### src/hw/rtl/wbps_pkg.sv
// types and constants of the wildcard byte pattern scanner
// no dependencies
package wbps_pkg;

    localparam int PAT_BYTES    = 32;
    localparam int LEN_W        = 6;
    localparam int OUT_OFFSET_W = 32;
    localparam int CFG_INDEX_W  = 3;
    localparam int CFG_DATA_W   = 64;

    typedef enum logic [CFG_INDEX_W-1:0] {
        REG_PATTERN_0,
        REG_PATTERN_1,
        REG_PATTERN_2,
        REG_PATTERN_3,
        REG_CARE_MASK,
        REG_PATTERN_LENGTH
    } cfg_reg_t;

    typedef struct packed {
        logic [7:0] data_byte;
        logic       last_byte;
    } byte_item_t;

    typedef struct packed {
        logic                    found;
        logic [OUT_OFFSET_W-1:0] match_offset;
    } result_item_t;

    typedef struct packed {
        logic [PAT_BYTES-1:0][7:0] pattern_bytes;
        logic [PAT_BYTES-1:0]      care_mask;
        logic [LEN_W-1:0]          pattern_length;
    } cfg_t;

endpackage

### src/hw/rtl/wildcard_byte_pattern_scanner_top.sv
// wildcard byte pattern scanner, top level; depends on wbps_pkg, wbps_cfg, wbps_cell
// an accepted byte enters the compare stage, then its result the output register
// throughput: one byte per cycle; the compare across the cell row sets this figure
// a stalled result blocks a new byte only when the byte behind it also has a result
// reset: async active low, clears registers, window, offset count and match flag
module wildcard_byte_pattern_scanner_top
    import wbps_pkg::*;
#(
    parameter int MAX_PATTERN_BYTES = 32,
    parameter int OFFSET_BITS       = 32
)
(
    input  logic                   clk,
    input  logic                   rst_n,
    // byte items in
    input  logic                   byte_valid,
    output logic                   byte_ready,
    input  byte_item_t             byte_item,
    // result items out
    output logic                   result_valid,
    input  logic                   result_ready,
    output result_item_t           result_item,
    // register writes
    input  logic                   cfg_valid,
    output logic                   cfg_ready,
    input  logic [CFG_INDEX_W-1:0] cfg_index,
    input  logic [CFG_DATA_W-1:0]  cfg_data
);

    // longest usable pattern: the smaller of register space and window depth
    localparam int EFF_MAX = (MAX_PATTERN_BYTES < PAT_BYTES) ? MAX_PATTERN_BYTES : PAT_BYTES;

    cfg_t                     cfg;
    logic [LEN_W-1:0]         eff_len;

    // window chain
    logic [MAX_PATTERN_BYTES-1:0][7:0] win;
    logic [MAX_PATTERN_BYTES-1:0]      hits;

    // byte counter of the current region
    logic [OFFSET_BITS-1:0]   seen_reg;
    logic [OFFSET_BITS-1:0]   seen_next;
    logic [OFFSET_BITS-1:0]   seen_inc;

    // compare stage
    logic                     s1_valid_reg;
    logic                     s1_valid_next;
    logic                     s1_last_reg;
    logic [OFFSET_BITS-1:0]   s1_seen_reg;
    logic                     finished_reg;
    logic                     finished_next;

    // output register
    logic                     out_valid_reg;
    logic                     out_valid_next;
    result_item_t             out_reg;
    result_item_t             out_next;

    logic                     byte_fire;
    logic                     s1_advance;
    logic                     len_ok;
    logic                     match;
    logic                     produce;
    logic [OFFSET_BITS-1:0]   start_pos;

    wbps_cfg u_cfg
    (
        .clk       (clk),
        .rst_n     (rst_n),
        .cfg_valid (cfg_valid),
        .cfg_ready (cfg_ready),
        .cfg_index (cfg_index),
        .cfg_data  (cfg_data),
        .cfg       (cfg)
    );

    // clamp the length to what the window can hold
    assign eff_len = (cfg.pattern_length > LEN_W'(EFF_MAX)) ? LEN_W'(EFF_MAX)
                                                           : cfg.pattern_length;

    // row of cells, newest byte in cell 0, each byte moves one cell per accepted item
    for (genvar k = 0; k < MAX_PATTERN_BYTES; k++)
    begin : g_cell
        logic [7:0] cell_in;

        if (k == 0)
        begin : g_head
            assign cell_in = byte_item.data_byte;
        end
        else
        begin : g_body
            assign cell_in = win[k-1];
        end

        wbps_cell #(
            .IDX (k)
        ) u_cell (
            .clk      (clk),
            .rst_n    (rst_n),
            .shift_en (byte_fire),
            .win_in   (cell_in),
            .cfg      (cfg),
            .eff_len  (eff_len),
            .win_out  (win[k]),
            .hit      (hits[k])
        );
    end

    // handshake
    assign byte_fire  = byte_valid && byte_ready;
    assign byte_ready = !s1_valid_reg || s1_advance;

    // offset count saturates at all ones
    assign seen_inc  = (seen_reg == '1) ? seen_reg : seen_reg + OFFSET_BITS'(1);
    assign seen_next = byte_fire ? (byte_item.last_byte ? '0 : seen_inc) : seen_reg;

    // compare stage decision, taken on the window as it stands after the byte
    assign len_ok    = (eff_len != '0) && (s1_seen_reg >= OFFSET_BITS'(eff_len));
    assign match     = !finished_reg && len_ok && (&hits);
    assign produce   = s1_valid_reg && (match || (!finished_reg && s1_last_reg));
    assign start_pos = s1_seen_reg - OFFSET_BITS'(eff_len);

    // an item with no result never waits on the output
    assign s1_advance = s1_valid_reg && (!produce || !out_valid_reg || result_ready);

    always_comb
    begin
        s1_valid_next = s1_valid_reg;
        if (byte_fire)
        begin
            s1_valid_next = 1'b1;
        end
        else if (s1_advance)
        begin
            s1_valid_next = 1'b0;
        end
    end

    // once found, the rest of the region is ignored until its last byte
    always_comb
    begin
        finished_next = finished_reg;
        if (s1_advance)
        begin
            if (s1_last_reg)
            begin
                finished_next = 1'b0;
            end
            else if (match)
            begin
                finished_next = 1'b1;
            end
        end
    end

    always_comb
    begin
        out_valid_next = out_valid_reg;
        out_next       = out_reg;
        if (s1_advance && produce)
        begin
            out_valid_next        = 1'b1;
            out_next.found        = match;
            out_next.match_offset = match ? OUT_OFFSET_W'(start_pos) : '0;
        end
        else if (result_ready)
        begin
            out_valid_next = 1'b0;
        end
    end

    always_ff @(posedge clk or negedge rst_n)
    begin
        if (!rst_n)
        begin
            seen_reg      <= '0;
            s1_valid_reg  <= 1'b0;
            finished_reg  <= 1'b0;
            out_valid_reg <= 1'b0;
        end
        else
        begin
            seen_reg      <= seen_next;
            s1_valid_reg  <= s1_valid_next;
            finished_reg  <= finished_next;
            out_valid_reg <= out_valid_next;
        end
    end

    // payload of the compare stage and the output
    always_ff @(posedge clk)
    begin
        if (byte_fire)
        begin
            s1_last_reg <= byte_item.last_byte;
            s1_seen_reg <= seen_inc;
        end
        out_reg <= out_next;
    end

    assign result_valid = out_valid_reg;
    assign result_item  = out_reg;

endmodule

### src/hw/rtl/wbps_cfg.sv
// configuration register file of the scanner
// depends on wbps_pkg
module wbps_cfg
    import wbps_pkg::*;
(
    input  logic                   clk,
    input  logic                   rst_n,
    input  logic                   cfg_valid,
    output logic                   cfg_ready,
    input  logic [CFG_INDEX_W-1:0] cfg_index,
    input  logic [CFG_DATA_W-1:0]  cfg_data,
    output cfg_t                   cfg
);

    cfg_t cfg_reg;
    cfg_t cfg_next;

    assign cfg_ready = 1'b1;
    assign cfg       = cfg_reg;

    always_comb
    begin
        cfg_next = cfg_reg;
        if (cfg_valid)
        begin
            case (cfg_index)
                REG_PATTERN_0:      cfg_next.pattern_bytes[7:0]   = cfg_data;
                REG_PATTERN_1:      cfg_next.pattern_bytes[15:8]  = cfg_data;
                REG_PATTERN_2:      cfg_next.pattern_bytes[23:16] = cfg_data;
                REG_PATTERN_3:      cfg_next.pattern_bytes[31:24] = cfg_data;
                REG_CARE_MASK:      cfg_next.care_mask = cfg_data[PAT_BYTES-1:0];
                REG_PATTERN_LENGTH: cfg_next.pattern_length = cfg_data[LEN_W-1:0];
                default:            cfg_next = cfg_reg;
            endcase
        end
    end

    always_ff @(posedge clk or negedge rst_n)
    begin
        if (!rst_n)
        begin
            cfg_reg <= '0;
        end
        else
        begin
            cfg_reg <= cfg_next;
        end
    end

endmodule

### src/hw/rtl/wbps_cell.sv
// one window cell: holds a byte, its aligned pattern byte and care bit
// depends on wbps_pkg
module wbps_cell
    import wbps_pkg::*;
#(
    parameter int IDX = 0
)
(
    input  logic             clk,
    input  logic             rst_n,
    input  logic             shift_en,
    input  logic [7:0]       win_in,
    input  cfg_t             cfg,
    input  logic [LEN_W-1:0] eff_len,
    output logic [7:0]       win_out,
    output logic             hit
);

    localparam logic [LEN_W:0] IDX_V = (LEN_W+1)'(IDX);

    logic [7:0]       win_reg;
    logic [7:0]       pat_reg;
    logic [7:0]       pat_next;
    logic             care_reg;
    logic             care_next;
    logic [LEN_W-1:0] pat_pos;
    logic             in_use;

    // pattern byte that lines up with this cell is len-1-idx
    assign in_use  = {1'b0, eff_len} > IDX_V;
    assign pat_pos = eff_len - LEN_W'(1) - IDX_V[LEN_W-1:0];

    always_comb
    begin
        pat_next  = cfg.pattern_bytes[pat_pos[LEN_W-2:0]];
        care_next = in_use && cfg.care_mask[pat_pos[LEN_W-2:0]];
    end

    always_ff @(posedge clk or negedge rst_n)
    begin
        if (!rst_n)
        begin
            win_reg  <= '0;
            care_reg <= 1'b0;
        end
        else
        begin
            care_reg <= care_next;
            if (shift_en)
            begin
                win_reg <= win_in;
            end
        end
    end

    always_ff @(posedge clk)
    begin
        pat_reg <= pat_next;
    end

    assign win_out = win_reg;
    assign hit     = !care_reg || (win_reg == pat_reg);

endmodule

### config.mk
export PLATFORM = sky130hd
export DESIGN_NAME = wildcard_byte_pattern_scanner_top
export DESIGN_NICKNAME = d
export VERILOG_FILES = /design/src/hw/rtl/wbps_pkg.sv /design/src/hw/rtl/wildcard_byte_pattern_scanner_top.sv /design/src/hw/rtl/wbps_cfg.sv /design/src/hw/rtl/wbps_cell.sv
export SDC_FILE = /design/constraint.sdc
export NUM_CORES = 2
export LEC_CHECK = 0
export ABC_AREA = 1
export ABC_CLOCK_PERIOD_IN_PS = 4800
export BUFFER_PORTS_ARGS = -buffer_cell sky130_fd_sc_hd__buf_2
export CAP_MARGIN = 40
export CORE_MARGIN = 2
export CORE_UTILIZATION = 45
export DETAILED_ROUTE_END_ITERATION = 8
export PLACE_DENSITY = 0.69
export SYNTH_ARGS = -nofsm -noshare
export SYNTH_HDL_FRONTEND = slang
export SYNTH_SLANG_ARGS = --single-unit
### constraint.sdc
create_clock -name clk -period 4.8 [get_ports clk]
set_input_delay 0.48 -clock clk [delete_from_list [all_inputs] [get_ports clk]]
set_output_delay 0.48 -clock clk [all_outputs]
set_load 0.005 [all_outputs]
==> out/results.tsv <==
stage	metric	value	unit
synthesis	syn_nets	7372	
job	drv_cap	0	
synthesis	synth_cells	7268	
synthesis	synth-main-ff-cell	dfrtp_1	
hold_path	hold_path.class	input port to flop	
synthesis	ys_warn_count	0	
floorplan	start_util	45.4	%
synthesis	synth_edf_count	66	
power_and_ir_drop	power_switching	24.3	mW
finish	final_layout_size_suffix_gt1_share	8.13	%
setup_path	path_cells	nor2_1, nand3_2, nand2_8, inv_2, nor2_4, clkinvlp_4, ha_1, a21oi_1, nand2_1, nand2_1, nand4_1, nor3_2, nor2_1, nand3_1, nand2_1, nand3_4, buf_2	
detailed_routing	routed_wl	212000	µm
detailed_routing	wire_per_inst	23.9	µm
grt	grt_first_pass_wirelength	304000	µm
synthesis	synthSimpleGateAreaFrac	26.9	%
cts	clock_latency	790	ps
synthesis	yosys.area_share.adder	0.569	%
power_and_ir_drop	powerDensity	813	mW/mm²
power_and_ir_drop	p_clk_share	18.3	%
setup_path	max_stage_delay	450	ps
power_and_ir_drop	power	47.7	mW
synthesis	synth-async-reset-ratio	65.7	%
grt	track_usage	35.6	%
power_and_ir_drop	switching_share	50.9	%
setup_path	reg2reg_slack	380	ps
sta	tightest_slew	1140	ps
synthesis	synth-compound-area-share	15.0	%
sta	rsz0062_at_grt	false	
placed_design	place_ws	250	ps
placed_design	dpl_cell_area	0.0547	mm²
setup_path	cp_max_fo	5	
setup_path	worstSetupStartpointType	flop	
floorplan	row_count	124	
sta	setup_ws	333	ps
setup_path	arrival	3990	ps
finish	post-route-util	51.3	%
placed_design	place_hpwl	164000	µm
floorplan	die_area	0.118	mm²
sta	finalSetupViolCount	0	
sta	finalSetupTns	0	ps
detailed_routing	first_iter_violations	6907	
hold_path	hold-path-endpoint	u_cfg.cfg[136]	
power_and_ir_drop	ir_drop	0.548	mV
hold_path	hold_depth	3	
finish	multi_input_comb_area	0.0261	mm²
finish	largest_reg_flops	294	
finish	regArea	0.0225	mm²
synthesis	synthesis.area	0.0519	mm²
synthesis	ys_ff_latch	939	
power_and_ir_drop	p_leak	28.4	nW
sta	finalMaxSlewViolations	0	
setup_path	critPathBufInv	3	
floorplan	die_x	344	µm
cts	cts_sinks	939	
sta	fin_crit_sh	93.1	%
finish	postLayoutCellArea	0.0586	mm²
setup_path	crit_type	flop to output pin	
sta	slew_headroom	23.5	%
setup_path	critPathRequiredTime	4320	ps
setup_path	r2r_start	u_cfg.cfg[1]	
setup_path	crit_path_top_delay_cell	dfrtp_1	
finish	fin_cells	8893	
sta	hold_violations	0	
synthesis	synth_cell_types	51	
detailed_routing	drc_errors	0	
finish	fin_nets	7391	
cts	cts_inserted_buffers	106	
detailed_routing	via_per_inst	5.59	
synthesis	syn_area_per_cell	7.15	µm²
power_and_ir_drop	combPwrFrac	55.3	%
cts	htreeDepth	3	
setup_path	ff2ff_path_depth	12	
grt	grt_pass1_vias	43600	
cts	cts-root-buf	clkbuf_16	
power_and_ir_drop	p_seq_share	26.4	%
finish	fill_cells	11200	
placed_design	portBuffers	115	
setup_path	crit_path_frequent_cell	nand2_1	
grt	overflow	0	
synthesis	ys_seq_area_share	43.4	%
sta	period_minus_slack	4470	ps
floorplan	core_area	0.114	mm²
sta	hold_ws	49.4	ps
grt	grt_max_degree	254	
cts	clock_path_buffers	3	
placed_design	dp_cells	8673	
floorplan	ioPinCount	117	
grt	antenna_found_initial	9	
sta	skew	72.3	ps
synthesis	synthXorXnorAreaFrac	4.90	%
floorplan	die_y	344	µm
detailed_routing	firstDrtPassIters	7	
setup_path	cpLargestDelayFamily	simple AND/OR/NAND/NOR gates	
detailed_routing	postRouteAntennaNets	0	
synthesis	synth_top_family_by_area	simple AND/OR/NAND/NOR gates	
placed_design	routabilityCongestion	1.09	
hold_path	hold_start	cfg_data[34]	
detailed_routing	vias	49700	
finish	area_delta_synth_final	12.9	%
setup_path	r2r-end	g_cell[31].u_cell.pat_reg[2]	
run_status	outcome	finished clean	
cts	cts_tree	built	
power_and_ir_drop	p_int	23.4	mW
synthesis	synthMuxAreaShare	2.66	%
sta	timing.fmax	224	MHz
cts	clk_pin_slew	60	ps
setup_path	end_kind	output pin	
## cell type report
class	instances	area share, %
multi-input cells	5468	44.6
diodes	2	0.00853
inverters	418	2.70
repair buffers	354	4.61
clock inverters	57	1.28
clock buffers	143	5.16
flip-flops and latches	939	38.4
well taps	1512	3.23
## worst max path at each step
stage                      start               to  slack [ps]  cells past startpoint
finish              u_cfg.cfg[1]       byte_ready         330                     17
global route        u_cfg.cfg[1]       byte_ready         100                     18
CTS                 u_cfg.cfg[1]       byte_ready         190                     18
detailed placement  u_cfg.cfg[1]  s1_seen_reg[29]         250                     20
global placement    u_cfg.cfg[1]  s1_seen_reg[30]         290                     20
floorplan           u_cfg.cfg[2]   result_item[0]          90                     21
## worst reg2reg max path, stage by stage (launching register included)
cell and delay, ps:
dfrtp_1 460, nor2_1 90, nand3_2 130, nand2_8 120
nand2_8 230, buf_12 470, o21ai_0 680, o21ai_0 810
o21ai_0 160, buf_4 170, o21ai_0 620, buf_4 240
o21ai_0 70
## routing by layer
| layer | wire, µm | vias to the layer above | GRT usage, % |
|---|---|---|---|
| met1 | 91000 | 23400 | 50.9 |
| met2 | 87300 | 2437 | 51.0 |
| li1 | - | 23500 | - |
| met3 | 23700 | 353 | 9.02 |
| met5 | 17 | - | 0 |
| met4 | 10000 | 2 | 14.6 |
## kinds of logic after synthesis
| family | Yosys count |
|---|---|
| AOI/OAI and AO/OA | 1532 |
| buffers and inverters | 862 |
| adders and majority gates | 23 |
| and+or+nand+nor | 3504 |
| muxes | 138 |
| xor gates and xnor gates | 269 |
| other | 1 |
| DFF | 939 |
## repair_timing
item | CTS | global route
setup buffers | 2 | 2
endpoints found under the setup margin | 1 | 1
resized for setup | 4 | 1
hold buffers | 10 | 0
endpoints found under the hold margin | 85 | 0
cloned | 0 | 1
pin swaps | 1 | 1
## power groups by stage
| stage | clock (mW) | sequential (mW) | combinational (mW) |
|---|---|---|---|
| finish | 8.72 | 12.6 | 26.4 |
| CTS | 8.81 | 12.5 | 25.3 |
| global route | 9.13 | 12.7 | 28.1 |
| global placement | 0 | 12.6 | 25.0 |
| detailed placement | 0 | 12.6 | 25.2 |
| floorplan | 0 | 11.5 | 15.1 |
## Yosys cell counts, drive strengths merged (2+ instances only)
library cell | count | area share [%]
a21oi | 113 | 1.1
buf | 181 | 1.7
clkbuf | 263 | 1.9
clkinv | 6 | 0.053
dfrtp | 617 | 30
dfxtp | 256 | 9.9
edfxtp | 66 | 3.8
ha | 22 | 0.53
inv | 412 | 3.0
mux2i | 138 | 2.7
nand2 | 2727 | 20
nand3 | 471 | 4.6
nand3b | 4 | 0.058
nand4 | 20 | 0.24
nor2 | 234 | 1.7
nor3 | 24 | 0.23
nor4 | 8 | 0.096
o211ai | 24 | 0.35
o21a | 5 | 0.072
o21ai | 1382 | 13
o21bai | 2 | 0.029
o31ai | 2 | 0.029
or2 | 13 | 0.16
xnor2 | 209 | 3.6
xor2 | 60 | 1.3
## cells in the final DEF, fill, tap and decap left out, types with 5 or more instances in the layout
cell type      netlist  final
xnor2_1            205    205
edfxtp_1            66     66
o21ai_0           1259   1259
o21ai_1            120    120
inv_2               15     15
o21a_1               5      5
buf_2              130    117
o211ai_1            24     24
nand4_1             20     20
ha_1                22     19
clkbuf_8             0     17
nor3_1              24     23
clkinvlp_4           0     12
clkinv_2             0     17
inv_6                0      5
clkbuf_1           263     17
clkbuf_16            0    109
xor2_2               6      8
nor2_1             231    230
mux2i_1            138    138
nand2_4              2      7
xor2_1              48     44
buf_12               0     19
clkinv_4             1      5
inv_1              397    394
buf_4                3    203
nor4_1               8      8
xor2_4               6      8
nand2_1           2721   2717
dfrtp_1            617    617
nand3_1            468    466
a21oi_1            113    113
bufinv_16            0     12
clkinv_1             5      9
dfxtp_1            256    256
dlygate4sd3_1        0     10
or2_2               10     10
Note: power is estimated with default switching activity, not from simulation.
